[config.mk]
export PLATFORM = sky130hd
export DESIGN_NAME = switchless_hold_count_selector_flat
export DESIGN_NICKNAME = d
export VERILOG_FILES = /design/src/rtl/core/hcs_pkg.sv /design/src/rtl/core/hcs_if.sv /design/src/rtl/core/hcs_cfg.sv /design/src/rtl/core/hcs_step.sv /design/src/rtl/core/switchless_hold_count_selector.sv /design/src/flat_wrapper.sv
export SDC_FILE = /design/constraint.sdc
export NUM_CORES = 1
export LEC_CHECK = 0
export BUFFER_PORTS_ARGS = -buffer_cell sky130_fd_sc_hd__buf_2
export CAP_MARGIN = 20
export CORE_ASPECT_RATIO = 1.4
export CORE_MARGIN = 4
export CORE_UTILIZATION = 50
export DETAILED_ROUTE_END_ITERATION = 6
export GPL_ROUTABILITY_DRIVEN = 0
export PLACE_DENSITY = 0.91
export SLEW_MARGIN = 5
export SYNTH_ARGS = -nofsm -noshare
export SYNTH_HDL_FRONTEND = slang
export SYNTH_SLANG_ARGS = --single-unit
export TNS_END_PERCENT = 1
[constraint.sdc]
create_clock -name clk -period 3.68 [get_ports clk]
set_input_delay 0.552 -clock clk [delete_from_list [all_inputs] [get_ports clk]]
set_output_delay 0.552 -clock clk [all_outputs]
set_load 0.005 [all_outputs]
[src/rtl/core/hcs_pkg.sv]
`timescale 1ns / 1ps
// ----------------------------------------------------------------------------
// hcs_pkg: shared types and constants of the hold-count selector
// Field widths, action codes, flash codes and the selector state record.
// ----------------------------------------------------------------------------
package hcs_pkg;

    localparam int BASE_W     = 7;
    localparam int TICK_W     = 8;
    localparam int COUNT_W    = 4;
    localparam int BANK_W     = 2;
    localparam int FLASH_W    = 2;
    localparam int APB_ADDR_W = 3;
    localparam int APB_DATA_W = 32;

    localparam logic [TICK_W-1:0]  TICK_MAX   = 8'hFF;
    localparam logic [COUNT_W-1:0] COUNT_MAX  = 4'd11;
    localparam logic [BASE_W-1:0]  BASE_RESET = 7'd10;

    // register index taken from the word address bit of paddr
    localparam logic REG_HOLD_BASE = 1'b0;

    typedef enum logic [FLASH_W-1:0] {
        FLASH_NONE  = 2'd0,
        FLASH_STEP  = 2'd1,
        FLASH_RESET = 2'd2
    } flash_t;

    typedef enum logic [COUNT_W-1:0] {
        ACT_RESET     = 4'd1,
        ACT_BANK_NEXT = 4'd2,
        ACT_DRIVE     = 4'd3,
        ACT_BANK0     = 4'd4,
        ACT_BANK1     = 4'd5,
        ACT_BANK2     = 4'd6,
        ACT_BANK3     = 4'd7,
        ACT_RESET_SND = 4'd8,
        ACT_START_SND = 4'd9,
        ACT_LONG_WAIT = 4'd10,
        ACT_MUTE      = 4'd11
    } action_t;

    typedef struct packed {
        logic [TICK_W-1:0]  hold_ticks;
        logic [COUNT_W-1:0] step_count;
        logic [BANK_W-1:0]  bank;
        logic               drive;
        logic               reset_flash_en;
        logic               start_flash_en;
        logic               long_wait;
        logic               muted;
    } hcs_state_t;

    typedef struct packed {
        logic   reset_pulse;
        flash_t led_flash;
        logic   settings_changed;
    } hcs_event_t;

    localparam hcs_state_t STATE_RESET = '{
        hold_ticks:     '0,
        step_count:     '0,
        bank:           '0,
        drive:          1'b0,
        reset_flash_en: 1'b1,
        start_flash_en: 1'b1,
        long_wait:      1'b0,
        muted:          1'b0
    };

endpackage

[src/rtl/core/hcs_if.sv]
`timescale 1ns / 1ps
// ----------------------------------------------------------------------------
// hcs_if: valid/ready channels of the hold-count selector
// Sample channel carries one button level per word; result channel carries
// the current selections, settings and event flags.
// ----------------------------------------------------------------------------
interface hcs_in_if;
    logic valid;
    logic ready;
    logic button_pressed;

    modport source (output valid, output button_pressed, input ready);
    modport sink   (input valid, input button_pressed, output ready);
endinterface

interface hcs_out_if;
    logic       valid;
    logic       ready;
    logic [1:0] kernal_select;
    logic       drive_select;
    logic       reset_pulse;
    logic [1:0] led_flash;
    logic       settings_changed;
    logic       reset_sound_on;
    logic       start_sound_on;
    logic       long_wait_on;
    logic       mute_on;
    logic [3:0] press_count;

    modport source (
        output valid, output kernal_select, output drive_select, output reset_pulse,
        output led_flash, output settings_changed, output reset_sound_on,
        output start_sound_on, output long_wait_on, output mute_on, output press_count,
        input ready
    );
    modport sink (
        input valid, input kernal_select, input drive_select, input reset_pulse,
        input led_flash, input settings_changed, input reset_sound_on,
        input start_sound_on, input long_wait_on, input mute_on, input press_count,
        output ready
    );
endinterface

[src/rtl/core/hcs_cfg.sv]
`timescale 1ns / 1ps
// ----------------------------------------------------------------------------
// hcs_cfg: APB register file of the hold-count selector
// Holds the hold tick base; zero wait states, reads return the register.
// ----------------------------------------------------------------------------
module hcs_cfg (
    input  logic                            clk,
    input  logic                            rst_n,
    input  logic                            psel,
    input  logic                            penable,
    input  logic                            pwrite,
    input  logic [hcs_pkg::APB_ADDR_W-1:0]  paddr,
    input  logic [hcs_pkg::APB_DATA_W-1:0]  pwdata,
    output logic [hcs_pkg::APB_DATA_W-1:0]  prdata,
    output logic                            pready,
    output logic [hcs_pkg::BASE_W-1:0]      hold_base
);
    import hcs_pkg::*;

    logic [BASE_W-1:0] base_reg;
    logic              base_wr;

    assign pready  = 1'b1;
    assign base_wr = psel && penable && pwrite && (paddr[2] == REG_HOLD_BASE);

    // hold base register
    always_ff @(posedge clk or negedge rst_n)
    begin
        if (!rst_n)
        begin
            base_reg <= BASE_RESET;
        end
        else if (base_wr)
        begin
            base_reg <= pwdata[BASE_W-1:0];
        end
    end

    // read back
    always_comb
    begin
        prdata = '0;
        if (paddr[2] == REG_HOLD_BASE)
        begin
            prdata = {{(APB_DATA_W-BASE_W){1'b0}}, base_reg};
        end
    end

    assign hold_base = base_reg;

endmodule

[src/rtl/core/hcs_step.sv]
`timescale 1ns / 1ps
// ----------------------------------------------------------------------------
// hcs_step: per-tick update of the hold-count selector
// Runs the hold counter, steps the press count and decodes the action on
// release; produces the next state and this tick's event flags.
// ----------------------------------------------------------------------------
module hcs_step (
    input  hcs_pkg::hcs_state_t          state,
    input  logic [hcs_pkg::BASE_W-1:0]   hold_base,
    input  logic                         button_pressed,
    output hcs_pkg::hcs_state_t          state_next,
    output hcs_pkg::hcs_event_t          evt
);
    import hcs_pkg::*;

    logic [TICK_W-1:0] limit;
    logic [TICK_W-1:0] ticks_inc;

    // limit doubles with long wait
    assign limit = state.long_wait ? {hold_base, 1'b0} : {1'b0, hold_base};
    assign ticks_inc = (state.hold_ticks == TICK_MAX) ? TICK_MAX
                                                      : state.hold_ticks + 1'b1;

    always_comb
    begin
        state_next = state;
        evt.reset_pulse      = 1'b0;
        evt.led_flash        = FLASH_NONE;
        evt.settings_changed = 1'b0;

        if (button_pressed)
        begin
            // count ticks, advance the press count past the limit
            state_next.hold_ticks = ticks_inc;
            if (ticks_inc > limit)
            begin
                if (state.step_count < COUNT_MAX)
                begin
                    state_next.step_count = state.step_count + 1'b1;
                end
                state_next.hold_ticks = '0;
                if (!state.muted)
                begin
                    evt.led_flash = FLASH_STEP;
                end
            end
        end
        else
        begin
            state_next.hold_ticks = '0;
            if (state.step_count != '0)
            begin
                // release with a count: run the selected action
                evt.settings_changed = 1'b1;
                case (action_t'(state.step_count))
                    ACT_BANK_NEXT: state_next.bank = state.bank + 1'b1;
                    ACT_DRIVE:     state_next.drive = ~state.drive;
                    ACT_BANK0, ACT_BANK1, ACT_BANK2, ACT_BANK3:
                        state_next.bank = state.step_count[BANK_W-1:0];
                    ACT_RESET_SND: state_next.reset_flash_en = ~state.reset_flash_en;
                    ACT_START_SND: state_next.start_flash_en = ~state.start_flash_en;
                    ACT_LONG_WAIT: state_next.long_wait = ~state.long_wait;
                    ACT_MUTE:      state_next.muted = ~state.muted;
                    default:       evt.settings_changed = 1'b0;
                endcase
                state_next.step_count = '0;
                evt.reset_pulse = 1'b1;
                // flash judged on the settings after the action
                if (state_next.reset_flash_en && !state_next.muted)
                begin
                    evt.led_flash = FLASH_RESET;
                end
            end
        end
    end

endmodule

[src/rtl/core/switchless_hold_count_selector.sv]
`timescale 1ns / 1ps
// ----------------------------------------------------------------------------
// switchless_hold_count_selector: button hold-count action selector
// Counts hold time in button ticks, selects ROM bank, drive and settings.
// ----------------------------------------------------------------------------
// Usage:
//   sample (sink): one word per button tick, button_pressed = 1 while held.
//   result (source): one word per sample with the bank and drive selects,
//     the four settings, the press count, and the reset pulse, flash code
//     and settings-changed flags of that tick.
//   APB: register 0 at byte address 0 holds the hold tick base (7 bits,
//     reset 10); write it only while no sample is in flight.
// A sample is taken into the sample register, passes the step logic and is
// registered in the result register, which drives the result channel. One
// sample per cycle is sustained while the result side is ready; the step
// logic between the two registers is combinational.
// When the result side stalls, the result register holds and the sample
// register fills; ready drops only when both are occupied.
// Reset clears both stages and returns bank 0, drive 0, reset and start
// flashes on, long wait and mute off, and a base of 10.
// ----------------------------------------------------------------------------
module switchless_hold_count_selector (
    input  logic                            clk,
    input  logic                            rst_n,
    hcs_in_if.sink                          sample,
    hcs_out_if.source                       result,
    input  logic                            psel,
    input  logic                            penable,
    input  logic                            pwrite,
    input  logic [hcs_pkg::APB_ADDR_W-1:0]  paddr,
    input  logic [hcs_pkg::APB_DATA_W-1:0]  pwdata,
    output logic [hcs_pkg::APB_DATA_W-1:0]  prdata,
    output logic                            pready
);
    import hcs_pkg::*;

    logic [BASE_W-1:0] hold_base;
    hcs_state_t        state_reg;
    hcs_state_t        state_next;
    hcs_event_t        evt_next;
    hcs_state_t        out_state_reg;
    hcs_event_t        out_evt_reg;
    logic              in_valid_reg;
    logic              in_button_reg;
    logic              out_valid_reg;
    logic              advance;
    logic              fire;

    hcs_cfg u_cfg (
        .clk       (clk),
        .rst_n     (rst_n),
        .psel      (psel),
        .penable   (penable),
        .pwrite    (pwrite),
        .paddr     (paddr),
        .pwdata    (pwdata),
        .prdata    (prdata),
        .pready    (pready),
        .hold_base (hold_base)
    );

    hcs_step u_step (
        .state          (state_reg),
        .hold_base      (hold_base),
        .button_pressed (in_button_reg),
        .state_next     (state_next),
        .evt            (evt_next)
    );

    // handshake: move forward whenever the result slot frees up
    assign advance      = !out_valid_reg || result.ready;
    assign fire         = in_valid_reg && advance;
    assign sample.ready = !in_valid_reg || advance;

    // sample register
    always_ff @(posedge clk or negedge rst_n)
    begin
        if (!rst_n)
        begin
            in_valid_reg <= 1'b0;
        end
        else if (sample.ready)
        begin
            in_valid_reg <= sample.valid;
        end
    end

    always_ff @(posedge clk)
    begin
        if (sample.ready && sample.valid)
        begin
            in_button_reg <= sample.button_pressed;
        end
    end

    // selector state, updated once per processed sample
    always_ff @(posedge clk or negedge rst_n)
    begin
        if (!rst_n)
        begin
            state_reg <= STATE_RESET;
        end
        else if (fire)
        begin
            state_reg <= state_next;
        end
    end

    // result register
    always_ff @(posedge clk or negedge rst_n)
    begin
        if (!rst_n)
        begin
            out_valid_reg <= 1'b0;
        end
        else if (advance)
        begin
            out_valid_reg <= in_valid_reg;
        end
    end

    always_ff @(posedge clk)
    begin
        if (fire)
        begin
            out_state_reg <= state_next;
            out_evt_reg   <= evt_next;
        end
    end

    // drive result word
    assign result.valid            = out_valid_reg;
    assign result.kernal_select    = out_state_reg.bank;
    assign result.drive_select     = out_state_reg.drive;
    assign result.reset_pulse      = out_evt_reg.reset_pulse;
    assign result.led_flash        = out_evt_reg.led_flash;
    assign result.settings_changed = out_evt_reg.settings_changed;
    assign result.reset_sound_on   = out_state_reg.reset_flash_en;
    assign result.start_sound_on   = out_state_reg.start_flash_en;
    assign result.long_wait_on     = out_state_reg.long_wait;
    assign result.mute_on          = out_state_reg.muted;
    assign result.press_count      = out_state_reg.step_count;

`ifndef SYNTHESIS
    // press count never passes its saturation point
    a_count_max: assert property (@(posedge clk) disable iff (!rst_n)
        out_valid_reg |-> (out_state_reg.step_count <= COUNT_MAX))
        else $error("press count above maximum");

    // an action always clears the press count
    a_pulse_clears: assert property (@(posedge clk) disable iff (!rst_n)
        (out_valid_reg && out_evt_reg.reset_pulse) |-> (out_state_reg.step_count == '0))
        else $error("reset pulse with nonzero press count");

    // a settings change only comes with an action
    a_changed_pulse: assert property (@(posedge clk) disable iff (!rst_n)
        (out_valid_reg && out_evt_reg.settings_changed) |-> out_evt_reg.reset_pulse)
        else $error("settings change without reset pulse");

    // state moves only when a sample is processed
    a_state_hold: assert property (@(posedge clk) disable iff (!rst_n)
        !fire |=> $stable(state_reg))
        else $error("state changed without a processed sample");
`endif

endmodule

[src/flat_wrapper.sv]
// flat-port wrapper written by rule: the top's interface ports become plain ports
module switchless_hold_count_selector_flat import hcs_pkg::*;
  (clk, rst_n, psel, penable, pwrite, paddr, pwdata, prdata, pready, sample_valid, sample_button_pressed, sample_ready, result_valid, result_kernal_select, result_drive_select, result_reset_pulse, result_led_flash, result_settings_changed, result_reset_sound_on, result_start_sound_on, result_long_wait_on, result_mute_on, result_press_count, result_ready);
  hcs_in_if sample_i ();
  hcs_out_if result_i ();
  input  logic clk;
  input  logic rst_n;
  input  logic psel;
  input  logic penable;
  input  logic pwrite;
  input  logic [hcs_pkg::APB_ADDR_W-1:0] paddr;
  input  logic [hcs_pkg::APB_DATA_W-1:0] pwdata;
  output logic [hcs_pkg::APB_DATA_W-1:0] prdata;
  output logic pready;
  input wire logic [$bits(sample_i.valid)-1:0] sample_valid;
  input wire logic [$bits(sample_i.button_pressed)-1:0] sample_button_pressed;
  output wire logic [$bits(sample_i.ready)-1:0] sample_ready;
  output wire logic [$bits(result_i.valid)-1:0] result_valid;
  output wire logic [$bits(result_i.kernal_select)-1:0] result_kernal_select;
  output wire logic [$bits(result_i.drive_select)-1:0] result_drive_select;
  output wire logic [$bits(result_i.reset_pulse)-1:0] result_reset_pulse;
  output wire logic [$bits(result_i.led_flash)-1:0] result_led_flash;
  output wire logic [$bits(result_i.settings_changed)-1:0] result_settings_changed;
  output wire logic [$bits(result_i.reset_sound_on)-1:0] result_reset_sound_on;
  output wire logic [$bits(result_i.start_sound_on)-1:0] result_start_sound_on;
  output wire logic [$bits(result_i.long_wait_on)-1:0] result_long_wait_on;
  output wire logic [$bits(result_i.mute_on)-1:0] result_mute_on;
  output wire logic [$bits(result_i.press_count)-1:0] result_press_count;
  input wire logic [$bits(result_i.ready)-1:0] result_ready;
  assign sample_i.valid = sample_valid;
  assign sample_i.button_pressed = sample_button_pressed;
  assign sample_ready = sample_i.ready;
  assign result_valid = result_i.valid;
  assign result_kernal_select = result_i.kernal_select;
  assign result_drive_select = result_i.drive_select;
  assign result_reset_pulse = result_i.reset_pulse;
  assign result_led_flash = result_i.led_flash;
  assign result_settings_changed = result_i.settings_changed;
  assign result_reset_sound_on = result_i.reset_sound_on;
  assign result_start_sound_on = result_i.start_sound_on;
  assign result_long_wait_on = result_i.long_wait_on;
  assign result_mute_on = result_i.mute_on;
  assign result_press_count = result_i.press_count;
  assign result_i.ready = result_ready;
  switchless_hold_count_selector u_core (.clk(clk), .rst_n(rst_n), .sample(sample_i), .result(result_i), .psel(psel), .penable(penable), .pwrite(pwrite), .paddr(paddr), .pwdata(pwdata), .prdata(prdata), .pready(pready));
endmodule
; ---- Word-level counts from Yosys, hierarchy flattened
; Index checks and enable logic that the tools add are counted.
[classes]
add_sub_neg = 3
bitwise = 7
mux = 24
n_eq_ne = 11
n_reduce_logical = 15
magnitude_cmp = 2
[op_table]
columns = cell, n
row1 = $mux W12, 2
row2 = $eq A4 B3 Y1 const B, 4
row3 = $eq A4 B4 Y1 const B, 4
row4 = $mux W8, 2
row5 = $mux W7, 2
row6 = $mux W1, 12
row7 = $mux W11, 1
row8 = $reduce_or A10 Y1, 1
row9 = $add A8 B1 Y8 const B, 1
row10 = $eq A4 B2 Y1 const B, 2
row11 = $eq A8 B8 Y1 const B, 1
row12 = $gt A8 B8 Y1, 1
row13 = $mux W4, 2
row14 = $not A1 Y1, 7
row15 = $logic_and A1 B1 Y1, 6
row16 = $add A4 B1 Y4 const B, 1
row17 = $lt A4 B4 Y1 const B, 1
row18 = $mux W2, 2
row19 = $pmux W2 S2, 1
row20 = $reduce_bool A4 Y1, 1
row21 = $reduce_or A4 Y1, 1
row22 = $logic_not A1 Y1, 3
row23 = $add A2 B1 Y2 const B, 1
row24 = $logic_or A1 B1 Y1, 2
row25 = $reduce_or A2 Y1, 1
[word_totals]
wordCells = 84
in_bits = 43
output_inout_bits = 50
register_bits = 44

; ---- Depth between registers and ports, before layout
; Gate-level depths: netlist of the first run.
[depth]
ltp_word = 9
ltp_mapped = 13
depth_no_buf = 12

; ---- By module
; From an unflattened synthesis of the first run, not the netlist that was laid out.
[unflattened]
cells_unflattened = 242
hier_area_um2 = 2803.9
[by_module_without_submodules]
columns = mod, cells_per_inst, instances, area_per_inst_um2, seq_area_each_um2
row1 = switchless_hold_count_selector, 65, 1, 1360.1, 1008.5
row2 = hcs_step, 127, 1, 899.6, 0.0
row3 = hcs_cfg, 50, 1, 544.3, 177.7

; ---- Worst setup path before layout of the first run
; Ideal clock, no wire load.
[synth_timing]
path_type = reg2reg
from = register u_core.state_reg[11] (netlist name)
to = register u_core.out_state_reg (netlist bit u_core.result.press_count[1]) (data pin)
path_slack_ns = 0.775
setup_ns = 0.260
path_buffers = 1
period_less_slack_ns = 2.905
required_time_ns = 3.420
path_stages_with_launch = 13
arrival_ns = 2.645
cell_sequence = dfrtp_1 > ha_1 > and2_1 > nand2_1 > or2_1 > clkbuf_1 > o21ai_0 > ha_1 > a21oi_1 > a21oi_4 > o211ai_1 > nor2b_2 > mux2_4
[synth_rtl]
columns = element, line
row1 = "start, declared", switchless_hold_count_selector.sv:38  ; hcs_state_t state_reg;
row2 = "start signal, assigned", switchless_hold_count_selector.sv:105  ; state_reg <= state_next;
row3 = "end signal, assigned", switchless_hold_count_selector.sv:126  ; out_state_reg <= state_next;
row4 = "end, declared", switchless_hold_count_selector.sv:41  ; hcs_state_t out_state_reg;

==> impl_results.md, run 1 <==
- Sequential area share after synthesis: 43.9%
- IO buf count: 39
- Largest cells by area after synthesis: dfrtp_1 22%, edfxtp_1 18%, buf_4 7.2%, ha_1 6.0%, mux2_2 4.2%
- Post-synth ARST share: 63.6%
- Synth Instances: 268
- Setup Buffers After CTS: 0
- H-tree Lvls: 2
- Io pins: 93
- Post-synth top area share: 22.2%
- Full die area: 6660 µm²
- Non-filler cells in the finished layout: 373
- Post-synth top flop: dfrtp_1
- Clock power share: 19.6%
- Routed WL per cell: 13.7 µm
- Number of remaining DRC errors: 0
- Flops & latches, synth: 44
- Distinct cells, synth: 48
- Hold buffer count at cts: 0
- Inst Count DP: 365
- Pre-antenna DRT Iters: 5
- Maximum vdd drop: 0.000334 V
- Combinational Power Share: 37.2%
- Most used cell, CP: ha_1
- Pwr Total: 1.85 mW
- # rows: 31
- CP Data Arrival Time: 3270 ps
- Congestion Overflow GR: 0
- Critical path class: reg2reg
- Routed Wire Length: 5110 µm
- CTS Buffer Depth: 2
- Design Area, Final: 2970 µm²
- Worst setup SP type: flip-flop
- CTS tree: done
- Num CTS Buffers: 5
- Crit path required time: 3730 ps
- Post-CTS sizing: 0
- Static Leak: 1.32 nW
- Area growth, synth to finish: 9.67%
- Layout cells sized above 1: 23.1%
- Antenna Cells: 0
- Final hold violations: 0
- Setup TNS: 0 ps
- RSZ-0062 raised after global routing: false
- EDFF count, synth: 16
- Rel. slew slack: 45.8%
- Ys Warns: 0
- Pint: 1.19 mW
- Critical Path Fanout Max: 8
- Clock skew: 9.38 ps
- Final WS setup: 465 ps
- NetSw: 658 µW
- Syn Std Cell Area: 2700 µm²
- Clock sink total: 44
- Root Driver: clkbuf_8
- Hold Crit Class: in2async
- Outcome: finished clean
- Die width: 70.2 µm
- Max FFs per register: 19
- Initial antenna violation count: 0
- Post-route antenna net violation count: 0
- Avg Cell Area, Syn: 10.1 µm²
- Critical path cell sequence: ha_1 > and2_1 > nand2_1 > or2_1 > o21ai_0 > ha_1 > a21oi_1 > a21oi_4 > o211ai_1 > nor2b_2 > mux2_4
- Max_cap viols: 0
- FMAX: 311 MHz
- Highest-count cells in the layout ignoring fill and taps: 39 x buf_2, 26 x nand2_1, 26 x conb_1
- DR vias: 1973
- Flop pwr share: 43.3%
- Final Critical Period: 3210 ps
- Crit path capture type: flip-flop
- Placed Area: 2860 µm²
- Final Setup Violations: 0
- DR vias/cell: 5.29
- CP top delay family: compound AO/OA/AOI/OAI gates
- Starting density of the core: 52.0%
- WP buf/inv: 0
- First-pass GRT wire length: 8490 µm
- Commonest non-fill, non-tap cell in the layout: buf_2
- Largest net degree at the start of global routing: 29
- Clock Latency Late Sink: 300 ps
- Total Routing Usage GR: 15.9%
- Period utilization: 87.4%
- DRT iter0 DRCs: 103
- Vias in the first global route: 1926
- Worst-path clk slew: 80 ps
- Sw Ratio: 35.6%
- Net count, final: 362
- Area leader, netlist: dfrtp_1
- Crit-path slowest cell: o211ai_1
- CP peak stage delay: 460 ps
- PwrDens: 625 nW/µm²
- Count of final max-slew check failures: 0
- Core area: 5200 µm²
- Slew @ Worst Pin: 807 ps
- Pre-CTS WS: 517 ps
- Die H: 95.0 µm
- DP HPWL: 3780 µm
## per-layer routing
metal	global-route usage, %	wire length, µm
met1	18.1	1950
met2	28.9	2750
met3	2.64	280
met4	8.15	125
met5	0	0
## per-stage QoR
| stage | util, % | hold WS, ps |
|---|---|---|
| 2_1_floorplan | - | 256 |
| 3_3_place_gp | 55.0 | 468 |
| 3_5_place_dp | 55.0 | 478 |
| 4_1_cts | 57.1 | 296 |
| 5_1_grt | 57.1 | 316 |
| 6_report | 57.1 | 274 |
## synth_stat cells (all sizes together), types with 2 or more instances
| cell type | instances |
|---|---|
| mux2 | 11 |
| buf | 27 |
| nand4b | 3 |
| ha | 13 |
| dfstp | 4 |
| dfrtp | 24 |
| inv | 7 |
| mux2i | 8 |
| xnor2 | 11 |
| clkbuf | 6 |
| and2 | 4 |
| nor2b | 12 |
| a311oi | 2 |
| nand3 | 10 |
| a21oi | 13 |
| nand2b | 4 |
| nand4 | 4 |
| edfxtp | 16 |
| nand2 | 26 |
| and3 | 4 |
| conb | 2 |
| nor2 | 21 |
| o211ai | 5 |
| o21ai | 14 |
| xor2 | 2 |
## final cells by class
class / count / area, µm²
multi-input cells: 207 / 1360
clock buffers: 6 / 72.6
inverters: 8 / 30.0
flip-flops and latches: 44 / 1190
fillers: 448 / 2230
clock inverters: 2 / 35.0
repair buffers: 40 / 203
well taps: 66 / 82.6
## cell families (layout without fill, tap and decap cells)
family                   count (synthesis)  in the layout  synth area share, %
AO/OA/AOI/OAI                           42             42                 10.8
multiplexers                            19             19                 7.68
flip-flops                              44             44                 43.9
XOR/XNOR                                13             13                 4.21
buffers and inverters                   41             56                 9.30
adder cells (fa/ha/maj)                 13             13                 6.02
other                                    2             26                0.278
AND/OR/NAND/NOR                         94             94                 17.8
## power by group through the flow
stage          Clock, mW  Sequential [mW]  Combinational [mW]
3_5_place_dp           0            0.809               0.683
4_1_cts            0.370            0.799               0.687
3_3_place_gp           0            0.800               0.649
6_report           0.363            0.801               0.688
2_1_floorplan          0            0.750               0.573
5_1_grt            0.392            0.823               0.766
## final timing paths
kind	from	end	slack, ps	cells past startpoint
max reg2reg	u_core.state_reg[11]$_DFFE_PN0P_	u_core.result.press_count[1]$_DFFE_PP_	470	11
min reg2reg	u_core.state_reg[4]$_DFFE_PN0P_	u_core.state_reg[4]$_DFFE_PN0P_	490	1
min in group clk	sample_button_pressed	u_core.in_button_reg$_DFFE_PP_	430	1
max in group asynchronous	rst_n	u_core.state_reg[13]$_DFFE_PN0P_	2980	1
min	rst_n	u_core.state_reg[18]$_DFFE_PN0P_	270	1
max	u_core.state_reg[11]$_DFFE_PN0P_	u_core.result.press_count[1]$_DFFE_PP_	470	11
(Power assumes the default switching activity.)
==> run 2: changes to the inputs <==
--- a/config.mk
+++ b/config.mk
@@ -8,7 +8,6 @@
 export BUFFER_PORTS_ARGS = -buffer_cell sky130_fd_sc_hd__buf_2
 export CAP_MARGIN = 20
 export CORE_ASPECT_RATIO = 1.4
-export CORE_MARGIN = 4
 export CORE_UTILIZATION = 50
 export DETAILED_ROUTE_END_ITERATION = 6
 export GPL_ROUTABILITY_DRIVEN = 0
==> run 2 against run 1 <==
Compared with the run above: final area grew 0.84%; power increased by 3.4%; flip-flop and latch count is the same; worst setup slack improved by 18 ps; clock skew up 6.0 ps; sequential share of layout area fell by 0.33 points; clock-buffer cell count unchanged; first-iteration DRC count decreased by 35%; wire length shrank 4.8%; critical path type unchanged; largest cell class unchanged; largest power group unchanged; highest routed layer unchanged.
==> impl_results.md, run 2 (synthesis gave the netlist of run 1 again) <==
- Layout cells sized above 1: 23.1% (unchanged)
- WP buf/inv: 0 (unchanged)
- Full die area: 5710 µm² (was 6660 µm²)
- Period utilization: 86.9% (was 87.4%)
- Critical path class: reg2reg (unchanged)
- Count of final max-slew check failures: 0 (unchanged)
- Vias in the first global route: 1787 (was 1926)
- Setup Buffers After CTS: 0 (unchanged)
- Final Setup Violations: 0 (unchanged)
- Core area: 5200 µm² (unchanged)
- Max_cap viols: 0 (unchanged)
- Placed Area: 2860 µm² (unchanged)
- R2r startpoint: u_core.state_reg[11]$_DFFE_PN0P_ (unchanged)
- CP peak stage delay: 440 ps (was 460 ps)
- Total Routing Usage GR: 17.6% (was 15.9%)
- Num CTS Buffers: 5 (unchanged)
- Most used cell, CP: ha_1 (unchanged)
- Commonest non-fill, non-tap cell in the layout: buf_2 (unchanged)
- Io pins: 93 (unchanged)
- Final Critical Period: 3200 ps (was 3210 ps)
- Reg2reg end: u_core.result.press_count[1]$_DFFE_PP_ (unchanged)
- Clock power share: 22.5% (was 19.6%)
- Pint: 1.26 mW (was 1.19 mW)
- Worst-path clk slew: 90 ps (was 80 ps)
- Post-route antenna net violation count: 0 (unchanged)
- Cells on worst reg2reg path: 11 (unchanged)
- Design Area, Final: 2990 µm² (was 2970 µm²)
- CTS tree: done (unchanged)
- Worst Setup SP: u_core.state_reg[11]$_DFFE_PN0P_ (unchanged)
- CP top delay family: compound AO/OA/AOI/OAI gates (unchanged)
- Routed WL per cell: 13.0 µm (was 13.7 µm)
- Post-CTS sizing: 0 (unchanged)
- Flop pwr share: 42.0% (was 43.3%)
- Area growth, synth to finish: 10.6% (was 9.67%)
- CP Data Arrival Time: 3260 ps (was 3270 ps)
- Die H: 89.0 µm (was 95.0 µm)
- H-tree Lvls: 2 (unchanged)
- Critical path cell sequence: ha_1 > and2_1 > nand2_1 > or2_1 > o21ai_0 > ha_1 > a21oi_1 > a21oi_4 > o211ai_1 > nor2b_2 > mux2_4 (unchanged)
- DP HPWL: 3600 µm (was 3780 µm)
- Hold Crit Class: in2async (unchanged)
- Clock skew: 15.4 ps (was 9.38 ps)
- Net count, final: 362 (unchanged)
- First-pass GRT wire length: 7620 µm (was 8490 µm)
- Crit-path slowest cell: o211ai_1 (unchanged)
- Rel. slew slack: 44.7% (was 45.8%)
- Slew @ Worst Pin: 823 ps (was 807 ps)
- Highest-count cells in the layout ignoring fill and taps: 39 x buf_2, 26 x nand2_1, 26 x conb_1 (unchanged)
- DR vias/cell: 5.30 (was 5.29)
- RSZ-0062 raised after global routing: false (unchanged)
- Maximum vdd drop: 0.000360 V (was 0.000334 V)
- Number of remaining DRC errors: 0 (unchanged)
- Crit path capture type: flip-flop (unchanged)
- Critical Path Fanout Max: 8 (unchanged)
- IO buf count: 39 (unchanged)
- Antenna Cells: 0 (unchanged)
- Largest net degree at the start of global routing: 30 (was 29)
- Crit path required time: 3740 ps (was 3730 ps)
- Die width: 64.2 µm (was 70.2 µm)
- DRT iter0 DRCs: 67 (was 103)
- Starting density of the core: 52.0% (unchanged)
- Max FFs per register: 19 (unchanged)
- Routed Wire Length: 4870 µm (was 5110 µm)
- Final hold violations: 0 (unchanged)
- Hold buffer count at cts: 0 (unchanged)
- Combinational Power Share: 35.5% (was 37.2%)
- NetSw: 652 µW (was 658 µW)
- FMAX: 313 MHz (was 311 MHz)
- # rows: 31 (unchanged)
- Outcome: finished clean (unchanged)
- Static Leak: 1.33 nW (was 1.32 nW)
- Root Driver: clkbuf_8 (unchanged)
- PwrDens: 640 nW/µm² (was 625 nW/µm²)
- Sw Ratio: 34.1% (was 35.6%)
- CTS Buffer Depth: 2 (unchanged)
- Worst setup SP type: flip-flop (unchanged)
- Post-layout util: 57.5% (was 57.1%)
- Congestion Overflow GR: 0 (unchanged)
- Clock sink total: 44 (unchanged)
- R2R Setup Slk: 480 ps (was 470 ps)
- Setup TNS: 0 ps (unchanged)
- Initial antenna violation count: 0 (unchanged)
- Pre-antenna DRT Iters: 4 (was 5)
- DR vias: 1977 (was 1973)
- Clock Latency Late Sink: 300 ps (about the same)
[run 2: cell count changes in the layout (fill, tap and decap cells not counted), sizes merged]
cell / previous run / this run
bufinv: 1 / 2
clkinv: 2 / 1
[run 2: cell type report]
type,count,area (µm²)
repair buffers,40,203
well taps,66,82.6
clock buffers,6,72.6
clock inverters,2,60.1
multi-input cells,207,1360
fillers,451,2210
flip-flops and latches,44,1190
inverters,8,30.0
[run 2: metrics by stage]
step / std cells / setup WS, ps / hold WS, ps / total power, mW
floorplan: 292 / 775 / 256 / 1.32
global placement: 365 / 550 / 470 / 1.45
detailed placement: 365 / 552 / 477 / 1.49
CTS: 373 / 512 / 287 / 1.92
global route: 373 / 261 / 324 / 2.03
finish: 373 / 483 / 272 / 1.91
[run 2: worst reg2reg max path: stages, from the launching register on]
cell,delay (ps)
dfrtp_1,420
ha_1,240
and2_1,170
nand2_1,110
or2_1,250
o21ai_0,150
ha_1,360
a21oi_1,270
a21oi_4,120
o211ai_1,440
nor2b_2,130
mux2_4,310
[run 2: worst max path at each step]
stage,cells past startpoint,slack (ps),endpoint
after floorplan,12,770,u_core.result.press_count[1]$_DFFE_PP_
after global placement,11,550,u_core.result.press_count[1]$_DFFE_PP_
after detailed placement,11,550,u_core.result.press_count[1]$_DFFE_PP_
after CTS,11,510,u_core.result.press_count[1]$_DFFE_PP_
after global routing,11,260,u_core.result.press_count[1]$_DFFE_PP_
final,11,480,u_core.result.press_count[1]$_DFFE_PP_
[run 2: power by group through the flow]
stage | logic, mW | clock network [mW] | registers, mW
after floorplan | 0.573 | 0 | 0.750
after global placement | 0.646 | 0 | 0.801
after detailed placement | 0.677 | 0 | 0.813
after CTS | 0.681 | 0.439 | 0.802
after global routing | 0.759 | 0.453 | 0.821
final | 0.680 | 0.431 | 0.804
[run 2: layer usage]
layer  track usage, %  wire [µm]
met1             17.8       1880
met2             34.5       2630
met3             3.19        222
met4             8.69        136
met5                0          0
==> run 3: changes to the inputs <==
--- a/config.mk
+++ b/config.mk
@@ -12,6 +12,7 @@
 export DETAILED_ROUTE_END_ITERATION = 6
 export GPL_ROUTABILITY_DRIVEN = 0
 export PLACE_DENSITY = 0.91
+export SETUP_SLACK_MARGIN = 0.5
 export SLEW_MARGIN = 5
 export SYNTH_ARGS = -nofsm -noshare
 export SYNTH_HDL_FRONTEND = slang
==> constraint.sdc (replaced) <==
create_clock -name clk -period 3.68 [get_ports clk]
set_input_delay 0.552 -clock clk [delete_from_list [all_inputs] [get_ports clk]]
set_output_delay 0.552 -clock clk [all_outputs]
set_load 0.02 [all_outputs]
==> run 3 against run 2 <==
Compared with the run above: power increased by 5.2%; clock power hardly changed; maximum frequency increased by 4.2%; sequential power barely moved; via count grew 2.6%; wire length grew 3.5%; critical path type unchanged; largest cell class unchanged.
==> impl_results.md, run 3 (synthesis gave the netlist of run 1 again) <==
- Routed WL per cell: 13.4 µm (was 13.0 µm)
- Num CTS Buffers: 5 (unchanged)
- Commonest non-fill, non-tap cell in the layout: buf_2 (unchanged)
- Slew @ Worst Pin: 804 ps (was 823 ps)
- Root Driver: clkbuf_8 (unchanged)
- Total Routing Usage GR: 17.6% (unchanged)
- Critical path class: reg2reg (unchanged)
- Final Setup Violations: 0 (unchanged)
- CTS Buffer Depth: 2 (unchanged)
- Critical Path Fanout Max: 5 (was 8)
- Congestion Overflow GR: 0 (unchanged)
- Count of final max-slew check failures: 0 (unchanged)
- Hold buffer count at cts: 0 (unchanged)
- Crit path required time: 3740 ps (about the same)
- R2R Setup Slk: 610 ps (was 480 ps)
- Crit path capture type: flip-flop (unchanged)
- Non-filler cells in the finished layout: 376 (was 373)
- Worst Setup SP: u_core.state_reg[11]$_DFFE_PN0P_ (unchanged)
- Antenna Cells: 0 (unchanged)
- # rows: 31 (unchanged)
- Max FFs per register: 19 (unchanged)
- Post-route antenna net violation count: 0 (unchanged)
- Pre-antenna DRT Iters: 4 (unchanged)
- RSZ-0062 raised after global routing: false (unchanged)
- Area growth, synth to finish: 12.0% (was 10.6%)
- Max_cap viols: 0 (unchanged)
- Vias in the first global route: 1787 (unchanged)
- Final Critical Period: 3070 ps (was 3200 ps)
- Hold Crit Class: in2async (unchanged)
- DR vias: 2028 (was 1977)
- Clock sink total: 44 (unchanged)
- Die H: 89.0 µm (unchanged)
- Layout cells sized above 1: 25.2% (was 23.1%)
- Final hold violations: 0 (unchanged)
- Io pins: 93 (unchanged)
- R2r startpoint: u_core.state_reg[11]$_DFFE_PN0P_ (unchanged)
- DR vias/cell: 5.39 (was 5.30)
- PwrDens: 666 nW/µm² (was 640 nW/µm²)
- Core area: 5200 µm² (unchanged)
- DP HPWL: 3600 µm (unchanged)
- DRT iter0 DRCs: 51 (was 67)
- Largest net degree at the start of global routing: 30 (unchanged)
- Starting density of the core: 52.0% (unchanged)
- Net count, final: 365 (was 362)
- FMAX: 326 MHz (was 313 MHz)
- Period utilization: 83.4% (was 86.9%)
- Maximum vdd drop: 0.000358 V (was 0.000360 V)
- Clock skew: 14.3 ps (was 15.4 ps)
- First-pass GRT wire length: 7620 µm (unchanged)
- Clock Latency Late Sink: 300 ps (about the same)
- Inst Count DP: 365 (unchanged)
- Die width: 64.2 µm (unchanged)
- CTS tree: done (unchanged)
- Hold Slack: 268 ps (was 272 ps)
- Full die area: 5710 µm² (unchanged)
- Post-layout util: 58.3% (was 57.5%)
- Routed Wire Length: 5040 µm (was 4870 µm)
- Number of remaining DRC errors: 0 (unchanged)
- Worst setup SP type: flip-flop (unchanged)
- IO buf count: 39 (unchanged)
- Rel. slew slack: 46.0% (was 44.7%)
- Worst setup path end: u_core.result.press_count[1]$_DFFE_PP_ (unchanged)
- H-tree Lvls: 2 (unchanged)
- Static Leak: 1.35 nW (was 1.33 nW)
- Setup TNS: 0 ps (unchanged)
- Worst-path clk slew: 90 ps (about the same)
- Reg2reg end: u_core.result.press_count[1]$_DFFE_PP_ (unchanged)
- Outcome: finished clean (unchanged)
- Cells on worst reg2reg path: 12 (was 11)
- CP Data Arrival Time: 3130 ps (was 3260 ps)
- Highest-count cells in the layout ignoring fill and taps: 39 x buf_2, 26 x nand2_1, 26 x conb_1 (unchanged)
- Initial antenna violation count: 0 (unchanged)
==> run 3: changes by cell type in the layout (fill, tap and decap cells not counted), sizes merged <==
cell | before | now
buf | 40 | 43
==> run 3: power by group <==
| part | switching, mW | internal, mW | leakage (nW) |
|---|---|---|---|
| logic | 0.437 | 0.342 | 0.786 |
| clock network | 0.160 | 0.271 | 0.0654 |
| registers | 0.141 | 0.664 | 0.503 |
| total | 0.738 | 1.28 | 1.35 |
==> run 3: layout make-up <==
type,count,area [µm²]
fillers,449,2170
multi-input cells,207,1370
flip-flops and latches,44,1190
repair buffers,43,225
well taps,66,82.6
clock buffers,6,72.6
clock inverters,2,60.1
inverters,8,30.0
==> run 3: through the flow <==
stage | instance area, µm² | total power, mW | worst slack [ps]
floorplan | 2790 | 1.40 | 775
global route | 3030 | 2.13 | 490
CTS | 2990 | 2.00 | 512
detailed placement | 2860 | 1.56 | 552
global placement | 2860 | 1.52 | 550
finish | 3030 | 2.02 | 612
==> run 3: metal layers <==
metal | global-route usage (%) | share of wire (%)
met5 | 0 | 0
met2 | 34.5 | 55
met1 | 17.8 | 37
met4 | 8.69 | 2.7
met3 | 3.19 | 5.4
==> run 3: worst min path at each step <==
stage	from	slack, ps	end
floorplan	rst_n	260	u_core.in_valid_reg$_DFFE_PN0N_
global route	rst_n	320	u_core.state_reg[0]$_DFFE_PN0P_
CTS	rst_n	290	u_core.state_reg[0]$_DFFE_PN0P_
detailed placement	u_core.state_reg[4]$_DFFE_PN0P_	480	u_core.state_reg[4]$_DFFE_PN0P_
global placement	u_core.in_valid_reg$_DFFE_PN0N_	470	u_core.result.valid$_DFFE_PN0P_
finish	rst_n	270	u_core.state_reg[17]$_DFFE_PN0P_
==> run 3: worst max-delay path, cell delays in order (launching register included) <==
cell      delay, ps
dfrtp_1         430
ha_1            250
and2_1          170
nand2_1         120
nand2_1          70
mux2_2          280
ha_1            300
o21ai_0         100
o21bai_2        340
o211ai_1        150
buf_4           180
nor2b_4         140
mux2_4          300
==> run 3: what timing repair did <==
action                     CTS  global route
setup endpoints to repair    0             4
gates resized for setup      0             5
setup buffers                0             3
